File: src/hdl/clis_pkg.sv
// ----------------------------------------------------------------------------
// clis_pkg
// Shared types and constants for the closest layer index search block:
// opcodes, result status codes, register map and controller/datapath links.
// ----------------------------------------------------------------------------
`default_nettype none

package clis_pkg;

   // field widths
   localparam int HEIGHT_W   = 32;
   localparam int KEY_W      = HEIGHT_W + 1;
   localparam int DIST_W     = 32;
   localparam int TOL_W      = 31;
   localparam int INDEX_W    = 9;
   localparam int STATUS_W   = 3;
   localparam int OPCODE_W   = 2;

   // item opcodes
   localparam logic [OPCODE_W-1:0] OP_CLEAR  = 2'd0;
   localparam logic [OPCODE_W-1:0] OP_APPEND = 2'd1;
   localparam logic [OPCODE_W-1:0] OP_QUERY  = 2'd2;

   // result status codes
   localparam logic [STATUS_W-1:0] ST_DONE    = 3'd0;
   localparam logic [STATUS_W-1:0] ST_FOUND   = 3'd1;
   localparam logic [STATUS_W-1:0] ST_OUT_TOL = 3'd2;
   localparam logic [STATUS_W-1:0] ST_EMPTY   = 3'd3;
   localparam logic [STATUS_W-1:0] ST_FULL    = 3'd4;

   // result index source
   localparam logic [1:0] IDX_NONE = 2'd0;
   localparam logic [1:0] IDX_LAST = 2'd1;
   localparam logic [1:0] IDX_BEST = 2'd2;

   // register map (register number is paddr[2])
   localparam int               CSR_ADDR_W    = 3;
   localparam int               CSR_DATA_W    = 32;
   localparam logic             REG_TOLERANCE = 1'b0;
   localparam logic [TOL_W-1:0] TOL_RESET     = 31'd66;

   // commands from controller to datapath
   typedef struct packed {
      logic                item_load;
      logic                count_clear;
      logic                entry_write;
      logic                rd_mid;
      logic                step;
      logic                rd_lo;
      logic                take_d1;
      logic                rd_lo_m1;
      logic                take_d0;
      logic                sel;
      logic                rsp_load;
      logic [STATUS_W-1:0] rsp_status;
      logic [1:0]          rsp_idx_sel;
   } dp_cmd_type;

   // status from datapath to controller
   typedef struct packed {
      logic count_zero;
      logic count_full;
      logic lo_lt_hi;
      logic lo_at_end;
      logic lo_zero;
      logic out_tol;
      logic out_free;
   } dp_sts_type;

endpackage

`default_nettype wire

File: src/hdl/clis_ctrl.sv
// ----------------------------------------------------------------------------
// clis_ctrl
// Sequencer for clear, append and the binary search query: walks the probe
// loop, the neighbor compare and the tolerance check, and loads results.
// ----------------------------------------------------------------------------
`default_nettype none

module clis_ctrl (
   input  wire                                 clock,
   input  wire                                 reset,
   input  wire                                 req_valid,
   input  wire  [clis_pkg::OPCODE_W-1:0]       req_opcode,
   output logic                                req_stall,
   output clis_pkg::dp_cmd_type                cmd,
   input  wire  clis_pkg::dp_sts_type          sts
);

   localparam logic [2:0] S_IDLE  = 3'd0;
   localparam logic [2:0] S_ADDR  = 3'd1;
   localparam logic [2:0] S_CMP   = 3'd2;
   localparam logic [2:0] S_POST  = 3'd3;
   localparam logic [2:0] S_D1    = 3'd4;
   localparam logic [2:0] S_D0    = 3'd5;
   localparam logic [2:0] S_SEL   = 3'd6;
   localparam logic [2:0] S_CHECK = 3'd7;

   logic [2:0] state_ff, state_in;
   logic       accept;

   // new beat only when idle and the result register can take a value
   assign req_stall = !((state_ff == S_IDLE) && sts.out_free);
   assign accept    = req_valid && !req_stall;

   always_comb begin
      cmd      = '0;
      state_in = state_ff;
      unique case (state_ff)
         S_IDLE: begin
            if (accept) begin
               unique case (req_opcode)
                  clis_pkg::OP_CLEAR: begin
                     cmd.count_clear = 1'b1;
                     cmd.rsp_load    = 1'b1;
                     cmd.rsp_status  = clis_pkg::ST_DONE;
                     cmd.rsp_idx_sel = clis_pkg::IDX_NONE;
                  end
                  clis_pkg::OP_APPEND: begin
                     cmd.rsp_load    = 1'b1;
                     cmd.rsp_idx_sel = clis_pkg::IDX_NONE;
                     if (sts.count_full) begin
                        cmd.rsp_status = clis_pkg::ST_FULL;
                     end else begin
                        cmd.entry_write = 1'b1;
                        cmd.rsp_status  = clis_pkg::ST_DONE;
                     end
                  end
                  clis_pkg::OP_QUERY: begin
                     if (sts.count_zero) begin
                        cmd.rsp_load    = 1'b1;
                        cmd.rsp_status  = clis_pkg::ST_EMPTY;
                        cmd.rsp_idx_sel = clis_pkg::IDX_NONE;
                     end else begin
                        cmd.item_load = 1'b1;
                        state_in      = S_ADDR;
                     end
                  end
                  default: begin
                     cmd.rsp_load    = 1'b1;
                     cmd.rsp_status  = clis_pkg::ST_DONE;
                     cmd.rsp_idx_sel = clis_pkg::IDX_NONE;
                  end
               endcase
            end
         end
         // one probe per pass: read mid, then narrow the bounds
         S_ADDR: begin
            if (sts.lo_lt_hi) begin
               cmd.rd_mid = 1'b1;
               state_in   = S_CMP;
            end else begin
               state_in = S_POST;
            end
         end
         S_CMP: begin
            cmd.step = 1'b1;
            state_in = S_ADDR;
         end
         // nothing at or above the key gives the last index
         S_POST: begin
            if (sts.lo_at_end) begin
               if (sts.out_free) begin
                  cmd.rsp_load    = 1'b1;
                  cmd.rsp_status  = clis_pkg::ST_FOUND;
                  cmd.rsp_idx_sel = clis_pkg::IDX_LAST;
                  state_in        = S_IDLE;
               end
            end else begin
               cmd.rd_lo = 1'b1;
               state_in  = S_D1;
            end
         end
         S_D1: begin
            cmd.take_d1 = 1'b1;
            if (sts.lo_zero) begin
               state_in = S_CHECK;
            end else begin
               cmd.rd_lo_m1 = 1'b1;
               state_in     = S_D0;
            end
         end
         S_D0: begin
            cmd.take_d0 = 1'b1;
            state_in    = S_SEL;
         end
         S_SEL: begin
            cmd.sel  = 1'b1;
            state_in = S_CHECK;
         end
         // tolerance check on the chosen entry
         S_CHECK: begin
            if (sts.out_free) begin
               cmd.rsp_load = 1'b1;
               if (sts.out_tol) begin
                  cmd.rsp_status  = clis_pkg::ST_OUT_TOL;
                  cmd.rsp_idx_sel = clis_pkg::IDX_NONE;
               end else begin
                  cmd.rsp_status  = clis_pkg::ST_FOUND;
                  cmd.rsp_idx_sel = clis_pkg::IDX_BEST;
               end
               state_in = S_IDLE;
            end
         end
         default: begin
            state_in = S_IDLE;
         end
      endcase
   end

   always_ff @(posedge clock) begin
      if (reset) begin
         state_ff <= S_IDLE;
      end else begin
         state_ff <= state_in;
      end
   end

   // checks
   a_accept_idle: assert property (@(posedge clock) disable iff (reset)
      accept |=> (state_ff == S_IDLE) || (state_ff == S_ADDR))
      else $error("accepted beat led to an unexpected state");

   a_query_loaded: assert property (@(posedge clock) disable iff (reset)
      (state_ff == S_CMP) |-> $past(cmd.rd_mid))
      else $error("compare without a probe read");

   a_one_result: assert property (@(posedge clock) disable iff (reset)
      cmd.rsp_load |=> state_ff == S_IDLE)
      else $error("result loaded but sequence not finished");

endmodule

`default_nettype wire

File: config.mk
export PLATFORM = sky130hd
export DESIGN_NAME = clis_ctrl
export DESIGN_NICKNAME = d
export VERILOG_FILES = /design/src/hdl/clis_pkg.sv /design/src/hdl/clis_ctrl.sv
export SDC_FILE = /design/constraint.sdc
export NUM_CORES = 1
export LEC_CHECK = 0
export ABC_AREA = 1
export ABC_CLOCK_PERIOD_IN_PS = 2200
export BUFFER_PORTS_ARGS = -buffer_cell sky130_fd_sc_hd__buf_2
export CORE_AREA = 2 2 39 41
export DETAILED_ROUTE_END_ITERATION = 10
export DIE_AREA = 0 0 41 43
export GPL_TIMING_DRIVEN = 0
export PLACE_DENSITY_LB_ADDON = 0.3
export SETUP_SLACK_MARGIN = 0.15
export SYNTH_ARGS = -nofsm -noshare
export SYNTH_HDL_FRONTEND = slang
export SYNTH_SLANG_ARGS = --single-unit
File: constraint.sdc
create_clock -name clock -period 2.2 [get_ports clock]
set_input_delay 0.33 -clock clock [delete_from_list [all_inputs] [get_ports clock]]
set_output_delay 0.33 -clock clock [all_outputs]
set_load 0.05 [all_outputs]
# [After elaboration in Yosys (flattened, before gate mapping)]
# Cells that the tools add are included.
[classes] reduce_logical=6 muxes=33 eq_ne=12
[ops] operator="$mux W6" count=5
[ops] operator="$mux W3" count=8
[ops] operator="$pmux W3 S8" count=1
[ops] operator="$pmux W6 S3" count=1
[ops] operator="$mux W1" count=14
[ops] operator="$eq A3 B3 Y1 const B" count=4
[ops] operator="$pmux W6 S2" count=1
[ops] operator="$eq A3 B2 Y1 const B" count=2
[ops] operator="$mux W2" count=2
[ops] operator="$mux W4" count=1
[ops] operator="$ne A2 B2 Y1 const B" count=2
[ops] operator="$eq A3 B1 Y1 const B" count=1
[ops] operator="$logic_not A3 Y1" count=1
[ops] operator="$reduce_and A3 Y1" count=1
[ops] operator="$eq A2 B1 Y1 const B" count=1
[ops] operator="$eq A2 B2 Y1 const B" count=1
[ops] operator="$logic_and A1 B1 Y1" count=2
[ops] operator="$logic_not A2 Y1" count=1
[ops] operator="$ne A2 B1 Y1 const B" count=1
[ops] operator="$logic_not A1 Y1" count=1
[word_totals] register_bits=3 out_inout_bits=17 input_bits=12 elab_cells=52

# [Depth between registers and ports, before layout]
[depth] ltp_word=5 depth_mapped=6 mapped_depth_nobuf=6

# [Worst setup path before layout]
# Ideal clock, no wire load.
[synth_timing] path_type="register -> output" startpoint="register state_ff[2]" endpoint="output cmd[15] (netlist bit)" n_path_buf=0 slack_ps=92 stages_incl_launch_ff=6 t_arrival_ps=1778 required_time_ps=1870 path_cell_list="dfxtp_1 inv_2 nand2_4 nor2_1 nand3_2 nor3_1"
[synth_rtl] element="from (decl)" line_no="clis_ctrl.sv:27" text="logic [2:0] state_ff, state_in;"
[synth_rtl] element="from (signal assigned)" line_no="clis_ctrl.sv:143" text="state_ff <= state_in;"
[synth_rtl] element="to (decl)" line_no="clis_ctrl.sv:14" text="output clis_pkg::dp_cmd_type cmd,"

==> flow_metrics.env <==
export IMPL_post_cts_setup_buffer_count=0
export IMPL_placed_area_sq_um=588
export IMPL_drt_vias_per_instance=4.40
export IMPL_pin_count=29
export IMPL_largest_reg_flops=3
export IMPL_post_cts_resized_instances=0
export IMPL_crit_type="flop to primary output"
export IMPL_buffer_levels_on_the_longest_clock_path=2
export IMPL_max_slew_margin_pct=83.4
export IMPL_post_synth_num_cell_types=18
export IMPL_p_per_area_mw_per_mm2=370
export IMPL_report_final_setup_viol=0
export IMPL_synthesis_nets=90
export IMPL_most_frequent_cells_in_the_layout="buf_2 (28), nor2_1 (18), inv_1 (15), nand2_1 (12), nand3_1 (5)"
export IMPL_setup_tns_final_ns=0
export IMPL_grt_setup_unrepaired="false"
export IMPL_holdCritPathClass="primary input to flop"
export IMPL_required_ns=1.87
export IMPL_design_die_area_sq_mm=0.00176
export IMPL_first_global_vias=448
export IMPL_clock_fmax_mhz=547
export IMPL_syn_inst=74
export IMPL_final_hold_viol_count=0
export IMPL_area_delta_synth_final_pct=45.3
export IMPL_dieWidth_um=41
export IMPL_synthesis_area_per_instance_sq_um=5.71
export IMPL_clkSlewWorstSetupHoldPaths_ns=0.04
export IMPL_slowest_cell_on_the_critical_path="dfxtp_1"
export IMPL_startpoint_type="flop"
export IMPL_post_dp_hpwl_um=914
export IMPL_cts_hold_buffers=0
export IMPL_layout_min_cycle_time_ns=1.83
export IMPL_crit_buf_inv=2
export IMPL_layout_cell_area_non_filler_sq_um=614
export IMPL_antenna_found_initial=0
export IMPL_fp_row_count=14
export IMPL_detail_route_iter0_violations=5
export IMPL_vias=537
export IMPL_gp_congestion=0.770
export IMPL_timing_critical_path_max_delay_family="simple AND/OR/NAND/NOR gates"
export IMPL_cts_num_sinks=3
export IMPL_status="completed"
export IMPL_h_tree_lvl_count=1
export IMPL_grt_pass1_wl_mm=1.61
export IMPL_floorplan_core_area_sq_mm=0.00138
export IMPL_cell_breakdown_of_the_critical_path="inv_2 > nand2_4 > nor2_1 > nand3_2 > nor3b_2 > buf_2"
export IMPL_globalRouteOverflowTotal=0
export IMPL_finish_net_count=123
export IMPL_route_detailed_drc=0
export IMPL_cp_data_arrival_time_ns=1.50
export IMPL_track_usage_pct=13.2
export IMPL_timing_final_max_slew_violations=0
export IMPL_detail_route_wirelength_mm=1.05
export IMPL_cts_tree="built"
export IMPL_drive_above_1_share_pct=37.7
export IMPL_io_buffer_count=28
export IMPL_crit_path_end_kind="primary output"
export IMPL_vdd_ir_drop_max_uv=341
export IMPL_clk_insertion_delay_late_ns=0.23
export IMPL_finClkSkew_ns=0.00322
export IMPL_number_of_buffers_inserted_during_clock_tree_synthesis=3
export IMPL_yosys_register_bits=3
export IMPL_reg_top3="state_ff: 3 flops"
export IMPL_grt_max_degree=9
export IMPL_synth_cell_area_sq_um=423
export IMPL_die_y_um=43
export IMPL_synthesis_yosys_warnings=0
export IMPL_register_with_the_most_flip_flops="state_ff"
export IMPL_maxCapViolCount=0
export IMPL_avgRoutedWirePerCell_um=8.57
export IMPL_min_period_over_period_pct=83.2
export IMPL_postRouteAntennaNets=0
export IMPL_critical_path_max_fanout=8
export IMPL_insertedDiodeCount=0
export IMPL_leakage_nw=0.389
export IMPL_timing_critical_path_slowest_cell_delay_ns=0.33
export IMPL_drt_pass1_iterations=2
export IMPL_setup_reg_to_reg_worst_slack_ns=1.17
export IMPL_worst_slew_pin_slew_ns=0.250
export IMPL_synth_yosys_seq_area_share_pct=14.2
export IMPL_floorplan_initialDensity_pct=30.6
export IMPL_layout_cells_most_common="buf_2"
export IMPL_clockRootBuffer="clkbuf_4"
worst reg2reg max path, cell delays in order (launching register included):
cell	delay, ns
dfxtp_1	0.35
inv_1	0.11
nor2_1	0.19
nand3_1	0.09
nand3_1	0.09
nand2_1	0.05
nor2_1	0.09
synth_stat cells (all sizes together):
cell	count	area share [%]
nand2	14	16
nand3	6	8.3
o21ai	1	1.2
nand4	1	1.5
a21oi	2	2.4
nor2	19	17
inv	17	15
ha	4	12
nor3	4	5.9
nor3b	2	4.7
dfxtp	3	14
a31oi	1	1.5
stage by stage:
stage          utilization [%]  worst slack [ns]  hold slack [ns]  power, W  cells
5_1_grt                   44.4             0.215            0.289  0.000248    122
6_report                  44.4             0.370            0.285  0.000227    122
2_1_floorplan                -             0.175            0.399  0.000109     74
3_5_place_dp              42.5             0.534            0.505  0.000135    118
3_3_place_gp              42.5             0.553            0.502  0.000134    118
4_1_cts                   44.4             0.348            0.275  0.000234    122
final cells by class:
| type | count | area, sq um |
|---|---|---|
| Sequential cell | 3 | 60.1 |
| Multi-Input combinational cell | 54 | 304 |
| Tap cell | 16 | 20.0 |
| Fill cell | 171 | 769 |
| Timing Repair Buffer | 28 | 140 |
| Clock buffer | 4 | 26.3 |
| Inverter | 17 | 63.8 |
cells by family after synthesis:
family	synth area share, %
and+or+nand+nor	53.8
buffers and inverters	15.1
AOI/OAI and AO/OA	5.03
adders and majority gates	11.8
DFF	14.2
layer usage:
metal | vias to the layer above | global-route usage, % | part of all wire [%]
met5 | - | 0 | 0
met4 | 0 | 8.00 | 0
met3 | 0 | 3.14 | 5.3
met2 | 14 | 23.1 | 57
met1 | 231 | 12.8 | 37
li1 | 292 | - | -
final timing paths:
kind                             startpoint          end  cells past startpoint
worst max-delay path            state_ff[2]      cmd[13]                      6
worst min-delay path                  reset  state_ff[1]                      2
worst max register to register  state_ff[0]  state_ff[0]                      6
worst min register to register  state_ff[2]  state_ff[2]                      2
power breakdown:
group | switching [W] | internal (W) | leakage [nW] | total, W
clock network | 0.0000258 | 0.0000678 | 0.0150 | 0.0000936
registers | 0.00000174 | 0.0000563 | 0.0243 | 0.0000581
logic | 0.0000519 | 0.0000237 | 0.349 | 0.0000755
total | 0.0000794 | 0.000148 | 0.389 | 0.000227
No activity file was read; power rests on OpenSTA's default activity.
